### config.mk
export PLATFORM = sky130hd
export DESIGN_NAME = pixel_pll_divider_search_top
export DESIGN_NICKNAME = d
export VERILOG_FILES = /design/src/sv/pdsrch_pkg.sv /design/src/sv/pdsrch_fifo.sv /design/src/sv/pdsrch_front.sv /design/src/sv/pdsrch_back.sv /design/src/sv/pixel_pll_divider_search_top.sv
export SDC_FILE = /design/constraint.sdc
export NUM_CORES = 2
export LEC_CHECK = 0
export ABC_AREA = 1
export BUFFER_PORTS_ARGS = -buffer_cell sky130_fd_sc_hd__buf_2
export CORE_MARGIN = 3
export CORE_UTILIZATION = 60
export DETAILED_ROUTE_END_ITERATION = 8
export PLACE_DENSITY = 0.77
export REMOVE_ABC_BUFFERS = 1
export SLEW_MARGIN = 20
export SYNTH_ARGS = -nofsm -noshare
export SYNTH_HDL_FRONTEND = slang
export SYNTH_SLANG_ARGS = --single-unit
### constraint.sdc
create_clock -name clk -period 14.25 [get_ports clk]
set_input_delay 0.7125 -clock clk [delete_from_list [all_inputs] [get_ports clk]]
set_output_delay 0.7125 -clock clk [all_outputs]
set_load 0.01 [all_outputs]
### src/sv/pdsrch_pkg.sv
package pdsrch_pkg;

  localparam int unsigned NUM_REGS = 8;
  localparam int unsigned M_LOW = 7;
  localparam int unsigned M_HIGH = 14;
  localparam int unsigned CODE_LAST = 4;

  typedef enum logic [3:0] {
    REG_REF_FREQ   = 4'd0,
    REG_MIN_VCO    = 4'd1,
    REG_MAX_VCO    = 4'd2,
    REG_MAX_8BPP   = 4'd3,
    REG_MAX_16BPP  = 4'd4,
    REG_MAX_24BPP  = 4'd5,
    REG_MAX_32BPP  = 4'd6,
    REG_MAX_DUAL   = 4'd7
  } reg_idx_t;

  typedef enum logic [2:0] {
    CS_CMAP8 = 3'd0,
    CS_RGB15 = 3'd1,
    CS_RGB16 = 3'd2,
    CS_RGB24 = 3'd3,
    CS_RGB32 = 3'd4
  } color_space_t;

  typedef struct packed {
    logic [19:0] pixel_clock_khz;
    logic [2:0]  color_space;
    logic        dual_head;
  } in_beat_t;

  typedef struct packed {
    logic        found;
    logic [3:0]  ref_divider;
    logic [7:0]  vco_multiplier;
    logic [2:0]  post_code;
    logic [23:0] achieved_khz;
  } out_beat_t;

  typedef struct packed {
    logic [16:0] ref_freq_khz;
    logic [19:0] min_vco_khz;
    logic [19:0] max_vco_khz;
    logic [19:0] max_clock_8bpp;
    logic [19:0] max_clock_16bpp;
    logic [19:0] max_clock_24bpp;
    logic [19:0] max_clock_32bpp;
    logic [19:0] max_clock_32bpp_dual;
  } cfg_regs_t;

  typedef enum logic [3:0] {
    B_IDLE,
    B_CHECK,
    B_NCHK,
    B_NSTEP,
    B_MUL,
    B_TDIV,
    B_CMP,
    B_AMUL,
    B_ADIV,
    B_DONE
  } back_state_t;

endpackage

### src/sv/pdsrch_fifo.sv
module pdsrch_fifo (
  input  logic        clk,
  input  logic        rst,
  input  logic        push,
  input  logic [23:0] push_data,
  output logic        full,
  input  logic        pop,
  output logic        empty,
  output logic [23:0] pop_data
);
  logic [23:0] mem [2];
  logic        wptr;
  logic        rptr;
  logic [1:0]  count;

  assign full     = (count == 2'd2);
  assign empty    = (count == 2'd0);
  assign pop_data = mem[rptr];

  always_ff @(posedge clk) begin
    if (push) begin
      mem[wptr] <= push_data;
    end
  end

  always_ff @(posedge clk) begin
    if (rst) begin
      wptr  <= 1'b0;
      rptr  <= 1'b0;
      count <= 2'd0;
    end else begin
      if (push) wptr <= ~wptr;
      if (pop) rptr <= ~rptr;
      count <= count + 2'(push) - 2'(pop);
    end
  end
endmodule

### src/sv/pdsrch_front.sv
module pdsrch_front (
  input  logic                  valid,
  output logic                  ready,
  input  pdsrch_pkg::in_beat_t  data,
  input  pdsrch_pkg::cfg_regs_t cfg,
  input  logic                  q_full,
  output logic                  q_push,
  output logic [23:0]           q_data
);
  import pdsrch_pkg::*;

  logic [19:0] limit;
  logic [23:0] req16;
  logic [23:0] lim16;
  logic [23:0] lo_clamped;

  always_comb begin
    if (data.color_space == CS_RGB32 && data.dual_head) begin
      limit = cfg.max_clock_32bpp_dual;
    end else begin
      case (data.color_space)
        CS_CMAP8:          limit = cfg.max_clock_8bpp;
        CS_RGB15, CS_RGB16: limit = cfg.max_clock_16bpp;
        CS_RGB24:          limit = cfg.max_clock_24bpp;
        default:           limit = cfg.max_clock_32bpp;
      endcase
    end
  end

  assign req16      = {data.pixel_clock_khz, 4'b0};
  assign lim16      = {limit, 4'b0};
  assign lo_clamped = (req16 < 24'(cfg.min_vco_khz)) ? 24'(cfg.min_vco_khz) : req16;
  assign q_data     = (lo_clamped > lim16) ? lim16 : lo_clamped;
  assign ready      = ~q_full;
  assign q_push     = valid & ~q_full;
endmodule

### src/sv/pdsrch_back.sv
module pdsrch_back #(
  parameter int EXT_PLL_TWEAK     = 0,
  parameter int WIDE_PHASE_WINDOW = 0
) (
  input  logic                  clk,
  input  logic                  rst,
  input  pdsrch_pkg::cfg_regs_t cfg,
  input  logic                  q_empty,
  input  logic [23:0]           q_data,
  output logic                  q_pop,
  output logic                  out_valid,
  input  logic                  out_ready,
  output pdsrch_pkg::out_beat_t out_data
);
  import pdsrch_pkg::*;

  localparam int PH_LO = (WIDE_PHASE_WINDOW != 0) ? 3200 : 1000;
  localparam int PH_HI = (WIDE_PHASE_WINDOW != 0) ? 6400 : 2000;
  localparam int DSH   = (EXT_PLL_TWEAK != 0) ? 6 : 4;
  localparam int TSH   = (EXT_PLL_TWEAK != 0) ? 10 : 12;
  localparam int ASH   = (EXT_PLL_TWEAK != 0) ? 3 : 1;

  back_state_t state, state_next;

  logic [23:0] req16;
  logic [3:0]  m;
  logic [2:0]  code;
  logic [33:0] nrem;
  logic [7:0]  nq;
  logic [2:0]  ncnt;
  logic [24:0] prod;
  logic [47:0] sd_x;
  logic [47:0] sd_q;
  logic [3:0]  sd_r;
  logic [2:0]  sd_cnt;
  logic        found;
  logic [47:0] best_err;
  logic [3:0]  bm;
  logic [7:0]  bn;
  logic [2:0]  bcode;

  logic [27:0] vco16;
  logic [16:0] ph_lo_m;
  logic [16:0] ph_hi_m;
  logic        chk_ok;
  logic [23:0] dd;
  logic [33:0] numer;
  logic        n_ovf;
  logic [33:0] dsh;
  logic        n_ge;
  logic [7:0]  nq_fin;
  logic        last;
  logic [47:0] target;
  logic [47:0] term;
  logic [47:0] err;
  logic [3:0]  sr;
  logic [4:0]  st;
  logic [7:0]  sqb;
  logic        sd_done;
  logic        out_free;
  logic        do_pop;
  logic        do_out;

  assign vco16   = 28'(req16) << code;
  assign ph_lo_m = 17'(PH_LO) * 17'(m);
  assign ph_hi_m = 17'(PH_HI) * 17'(m);
  assign chk_ok  = (vco16 >= 28'({cfg.min_vco_khz, 4'b0}))
                && (vco16 <= 28'({cfg.max_vco_khz, 4'b0}))
                && (cfg.ref_freq_khz >= ph_lo_m) && (cfg.ref_freq_khz <= ph_hi_m);
  assign dd      = 24'({cfg.ref_freq_khz, 1'b0}) << DSH;
  assign numer   = ((34'(vco16) * 34'(m)) << 1) + 34'(dd >> 1);
  assign n_ovf   = numer >= (34'(dd) << 8);
  assign dsh     = 34'(dd) << ncnt;
  assign n_ge    = nrem >= dsh;
  assign nq_fin  = {nq[6:0], n_ge};
  assign last    = (code == 3'(CODE_LAST)) && (m == 4'(M_HIGH));
  assign target  = 48'(req16) << TSH;
  assign term    = sd_q >> code;
  assign err     = (target > term) ? (target - term) : (term - target);
  assign sd_done = (sd_cnt == 3'd5);
  assign out_free = ~out_valid | out_ready;

  always_comb begin
    sr  = sd_r;
    sqb = 8'd0;
    st  = 5'd0;
    for (int i = 7; i >= 0; i--) begin
      st = {sr, sd_x[40 + i]};
      if (st >= {1'b0, m}) begin
        sr     = 4'(st - {1'b0, m});
        sqb[i] = 1'b1;
      end else begin
        sr = st[3:0];
      end
    end
  end

  always_comb begin
    state_next = state;
    case (state)
      B_IDLE:  if (!q_empty) state_next = B_CHECK;
      B_CHECK: begin
        if (chk_ok) state_next = B_NCHK;
        else if (last) state_next = found ? B_AMUL : B_DONE;
      end
      B_NCHK: begin
        if (!n_ovf) state_next = B_NSTEP;
        else if (last) state_next = found ? B_AMUL : B_DONE;
        else state_next = B_CHECK;
      end
      B_NSTEP: begin
        if (ncnt == 3'd0) begin
          if (nq_fin != 8'd0) state_next = B_MUL;
          else if (last) state_next = found ? B_AMUL : B_DONE;
          else state_next = B_CHECK;
        end
      end
      B_MUL:   state_next = B_TDIV;
      B_TDIV:  if (sd_done) state_next = B_CMP;
      B_CMP:   state_next = last ? B_AMUL : B_CHECK;
      B_AMUL:  state_next = B_ADIV;
      B_ADIV:  if (sd_done) state_next = B_DONE;
      B_DONE:  if (out_free) state_next = B_IDLE;
      default: state_next = B_IDLE;
    endcase
  end

  always_comb begin
    do_pop = 1'b0;
    do_out = 1'b0;
    case (state)
      B_IDLE:  do_pop = ~q_empty;
      B_DONE:  do_out = out_free;
      default: ;
    endcase
  end

  assign q_pop = do_pop;

  always_ff @(posedge clk) begin
    if (rst) begin
      state     <= B_IDLE;
      out_valid <= 1'b0;
    end else begin
      state <= state_next;
      if (do_out) out_valid <= 1'b1;
      else if (out_ready) out_valid <= 1'b0;
    end
  end

  // candidate walk, p ascending then m ascending
  always_ff @(posedge clk) begin
    case (state)
      B_IDLE: begin
        req16 <= q_data;
        m     <= 4'(M_LOW);
        code  <= 3'd0;
        found <= 1'b0;
      end
      B_NCHK: begin
        nrem <= numer;
        nq   <= 8'd0;
        ncnt <= 3'd7;
      end
      B_NSTEP: begin
        if (n_ge) nrem <= nrem - dsh;
        nq   <= nq_fin;
        ncnt <= ncnt - 3'd1;
      end
      B_MUL: begin
        sd_x   <= 48'(25'(cfg.ref_freq_khz) * 25'(nq)) << 16;
        sd_r   <= 4'd0;
        sd_cnt <= 3'd0;
      end
      B_AMUL: begin
        m    <= bm;
        code <= bcode;
        prod <= 25'(cfg.ref_freq_khz) * 25'(bn);
      end
      B_TDIV, B_ADIV: begin
        if (state == B_ADIV && sd_cnt == 3'd0) begin
          sd_x <= ((48'(prod) << ASH) + (48'(m) << code)) << 8;
        end else begin
          sd_x <= sd_x << 8;
        end
        sd_q   <= {sd_q[39:0], sqb};
        sd_r   <= sr;
        sd_cnt <= sd_cnt + 3'd1;
      end
      B_CMP: begin
        if (!found || err < best_err) begin
          found    <= 1'b1;
          best_err <= err;
          bm       <= m;
          bn       <= nq;
          bcode    <= code;
        end
      end
      default: ;
    endcase
    if (state == B_AMUL) begin
      sd_r   <= 4'd0;
      sd_cnt <= 3'd0;
    end
    if (state == B_CHECK && !chk_ok || state == B_NCHK && n_ovf
        || state == B_NSTEP && ncnt == 3'd0 && nq_fin == 8'd0 || state == B_CMP) begin
      if (m == 4'(M_HIGH)) begin
        m    <= 4'(M_LOW);
        code <= code + 3'd1;
      end else begin
        m <= m + 4'd1;
      end
    end
    if (do_out) begin
      out_data.found          <= found;
      out_data.ref_divider    <= found ? bm : 4'd0;
      out_data.vco_multiplier <= found ? bn : 8'd0;
      out_data.post_code      <= found ? bcode : 3'd0;
      out_data.achieved_khz   <= found ? 24'(sd_q >> (code + 3'd1)) : 24'd0;
    end
  end
endmodule

### src/sv/pixel_pll_divider_search_top.sv
// per-beat processing time is set by the candidate walk in the back end over 40 candidates
// (a candidate out of range skips the n and error division that the others go through)
// the back end works on one beat at a time; a two-entry queue takes new beats meanwhile
// reset: synchronous, active high; config registers return to their defaults, queue empties
module pixel_pll_divider_search_top #(
  parameter int EXT_PLL_TWEAK     = 0,
  parameter int WIDE_PHASE_WINDOW = 0
) (
  input  logic                  clk,
  input  logic                  rst,
  input  logic                  in_valid,
  output logic                  in_ready,
  input  pdsrch_pkg::in_beat_t  in_data,
  output logic                  out_valid,
  input  logic                  out_ready,
  output pdsrch_pkg::out_beat_t out_data,
  input  logic                  cfg_valid,
  output logic                  cfg_ready,
  input  logic [3:0]            cfg_index,
  input  logic [19:0]           cfg_data
);
  import pdsrch_pkg::*;

  cfg_regs_t   cfg;
  logic        q_full;
  logic        q_empty;
  logic        q_push;
  logic        q_pop;
  logic [23:0] q_in;
  logic [23:0] q_out;

  assign cfg_ready = 1'b1;

  always_ff @(posedge clk) begin
    if (rst) begin
      cfg.ref_freq_khz         <= 17'd27000;
      cfg.min_vco_khz          <= 20'd128000;
      cfg.max_vco_khz          <= 20'd350000;
      cfg.max_clock_8bpp       <= 20'd350000;
      cfg.max_clock_16bpp      <= 20'd350000;
      cfg.max_clock_24bpp      <= 20'd350000;
      cfg.max_clock_32bpp      <= 20'd350000;
      cfg.max_clock_32bpp_dual <= 20'd300000;
    end else if (cfg_valid) begin
      case (cfg_index)
        REG_REF_FREQ:  cfg.ref_freq_khz         <= cfg_data[16:0];
        REG_MIN_VCO:   cfg.min_vco_khz          <= cfg_data;
        REG_MAX_VCO:   cfg.max_vco_khz          <= cfg_data;
        REG_MAX_8BPP:  cfg.max_clock_8bpp       <= cfg_data;
        REG_MAX_16BPP: cfg.max_clock_16bpp      <= cfg_data;
        REG_MAX_24BPP: cfg.max_clock_24bpp      <= cfg_data;
        REG_MAX_32BPP: cfg.max_clock_32bpp      <= cfg_data;
        REG_MAX_DUAL:  cfg.max_clock_32bpp_dual <= cfg_data;
        default: ;
      endcase
    end
  end

  pdsrch_front u_front (
    .valid  (in_valid),
    .ready  (in_ready),
    .data   (in_data),
    .cfg    (cfg),
    .q_full (q_full),
    .q_push (q_push),
    .q_data (q_in)
  );

  pdsrch_fifo u_fifo (
    .clk       (clk),
    .rst       (rst),
    .push      (q_push),
    .push_data (q_in),
    .full      (q_full),
    .pop       (q_pop),
    .empty     (q_empty),
    .pop_data  (q_out)
  );

  pdsrch_back #(
    .EXT_PLL_TWEAK     (EXT_PLL_TWEAK),
    .WIDE_PHASE_WINDOW (WIDE_PHASE_WINDOW)
  ) u_back (
    .clk       (clk),
    .rst       (rst),
    .cfg       (cfg),
    .q_empty   (q_empty),
    .q_data    (q_out),
    .q_pop     (q_pop),
    .out_valid (out_valid),
    .out_ready (out_ready),
    .out_data  (out_data)
  );
endmodule
==> metrics <==
Iter 0 DRT Violations 4509; CTS tree done; FP Rows 102; Die Height 288 µm; CP Capture Type flop; Seq/Total Area, Yosys 28.3%; Yosys top cell by area edfxtp_1; CTS Buffer Depth 3; fin crit share 90.0%; DR DRC count 0; max incr delay on CP 0.41 ns; Clk pin slew, worst setup/hold paths 0.06 ns; die area 83200 µm²; share of cells above drive strength 1 6.00%; status finished clean; max-slew violations 0; launch point of the critical path u_back.m[2]$_DFFE_PP_; Async S/R FF share, synth 0%; PostCTS Resize Cnt 0; vias per inst 5.78; Total Nets Final 7131; post-route ant nets 0; data arrival time of the critical path 13.39 ns; Cells after Synth 6438; Slew @ Worst Pin 1.14 ns; # setup viols final 0; Final Hold Vio Count 0; FMAX 0.0780 GHz; DRT Pass-1 Iters 8; Area growth, synth to finish 6.55%; required time worst endpoint 14.81 ns; core area 78200 µm²; wire per inst 19.4 µm; CTS Hold Bufs 0; CP max FO 35; Starting Density 61.2%; global-route wire length before repair 227000 µm; H-Tree Depth 2; TritonCTS buffer count 60; setup TNS 0 ns; clock period minus worst slack 12.83 ns; Ports 96; ys flop type edfxtp_1; CP max stage cell nor2_1; skew final 0.0236 ns; die width 288 µm; Yosys reg bits 509; vias post-DR 43200; Setup Buffers After CTS 0; Fillers 6947; IO Port Bufs 94; Post-synth EDFFs 333; CP Class reg2reg; clk sink count 509; most frequent CP cell nand2_1; Synth cell types 69; Post-Syn Area 47900 µm²; Yosys warning count 0; final WL 145000 µm; origin of the worst min-delay path cfg_data[18]; synthesized area per cell 7.44 µm²; initial antenna violation count 3; Total GRT Usage 34.8%; Post-DP HPWL 112000 µm; GRT overflow 0; Placer Congestion 0.993; pin count of the biggest net entering global routing 89; vias in the first global route 40600; Slew HR 24.0%; CTS root buffer clkbuf_16; RSZ-0062 raised after global routing false; top-area cell type share of the netlist area 20.9%; Maximum Capacitance Violations 0; Reg2Reg Launch Point u_back.m[2]$_DFFE_PP_; top cells by area, synth edfxtp_1 21%, nand2_1 13%, ha_1 12%; internal reg-to-reg setup slack 1.42 ns; CP Launch Type flop; clk_lat worst skew 0.65 ns; Hold Crit Class in2reg
## state kept, by name (all words and copies together), names as in the netlist, 4 cells and up
register / cells
u_back.nrem: 29
u_back.m: 4
u_back.sd_x: 40
u_back.sd_q: 48
u_fifo.mem: 48
u_back.out_data: 40
u_back.prod: 25
u_back.bm: 4
u_back.bn: 8
u_back.nq: 8
u_back.req16: 24
u_back.state: 4
cfg: 157
u_back.sd_r: 4
u_back.best_err: 48
## per-layer routing
layer	vias up	GRT usage, %	share of wire [%]
met5	-	0	0
met4	0	11.2	4.0
met3	307	5.45	9.0
met2	1946	55.2	44
met1	20200	49.0	43
li1	20700	-	-
## cell families after synthesis
| group | share of synthesized area [%] |
|---|---|
| xor gates and xnor gates | 3.04 |
| adders and majority gates | 22.1 |
| muxes | 0.355 |
| other | 0.00783 |
| AOI/OAI and AO/OA | 14.0 |
| DFF | 28.3 |
| and+or+nand+nor | 21.7 |
| buffers and inverters | 10.6 |
## cell usage after synthesis, drive strengths merged (4+ instances only)
cell / n
xnor2: 53
o21a: 22
or2: 28
clkinv: 6
edfxtp: 333
xor2: 113
clkbuf: 211
nor3b: 6
inv: 1039
a211oi: 21
ha: 445
o22ai: 11
a21o: 8
dfxtp: 176
a22o: 5
and2: 6
fa: 250
nand2: 1650
nand3: 250
o2111ai: 14
o211ai: 38
nand4: 51
nor2: 452
o21ai: 565
o221ai: 11
mux2i: 17
nand3b: 7
o21bai: 15
nor3: 48
nor4: 14
a21boi: 11
a31oi: 17
buf: 60
o311ai: 4
o31ai: 7
a21oi: 454
## path summary, 6_finish.rpt
check                                                    to  cells after the start
worst max-delay path            u_back.sd_r[1]$_SDFFE_PN0P_                     76
worst min-delay path                   cfg[38]$_SDFFE_PP1P_                      3
worst max register to register  u_back.sd_r[1]$_SDFFE_PN0P_                     76
worst min register to register         cfg[28]$_SDFFE_PP1P_                      2
## critical path, delay by kind of cell, from the launching register on
family                     cells  cell delay [ns]
AOI/OAI and AO/OA             17             3.60
DFF                            1             0.33
adders and majority gates      8             2.56
and+or+nand+nor               43             5.24
buffers and inverters          8             1.01
## area by class of cell
class,instances,area [µm²],share of cell area [%]
Clock buffer,84,1700,3.32
Tap cell,1040,1300,2.55
Timing Repair Buffer,154,921,1.81
Antenna cell,3,7.51,0.0147
Inverter,1045,3930,7.70
Multi-Input combinational cell,4613,29300,57.5
Sequential cell,509,13500,26.5
Clock inverter,30,283,0.554
## per-stage QoR
| step | utilization [%] | cell area (µm²) | setup slack (ns) | hold slack [ns] | cells |
|---|---|---|---|---|---|
| 2_1_floorplan | - | 46700 | 2.03 | 0.424 | 6167 |
| 3_3_place_gp | 62.6 | 49000 | 1.66 | 0.432 | 7361 |
| 3_5_place_dp | 62.6 | 49000 | 1.44 | 0.439 | 7361 |
| 4_1_cts | 65.2 | 51000 | 1.41 | 0.401 | 7475 |
| 5_1_grt | 65.2 | 51000 | 0.0110 | 0.452 | 7475 |
| 6_report | 65.2 | 51000 | 1.42 | 0.436 | 7478 |
## cells in the final DEF, fill, tap and decap left out, types with 94 or more instances in the layout
cell type	synthesis	layout
a21oi_1	449	449
buf_2	12	94
dfxtp_1	176	173
edfxtp_1	333	333
fa_1	250	250
ha_1	445	445
inv_1	1016	1011
nand2_1	1634	1634
nand3_1	237	237
nor2_1	443	434
o21ai_0	509	509
xor2_1	113	113
Power is left out: the tool's default activity adds up to more than one toggle a clock period on the data nets, which glitch-free logic cannot reach.
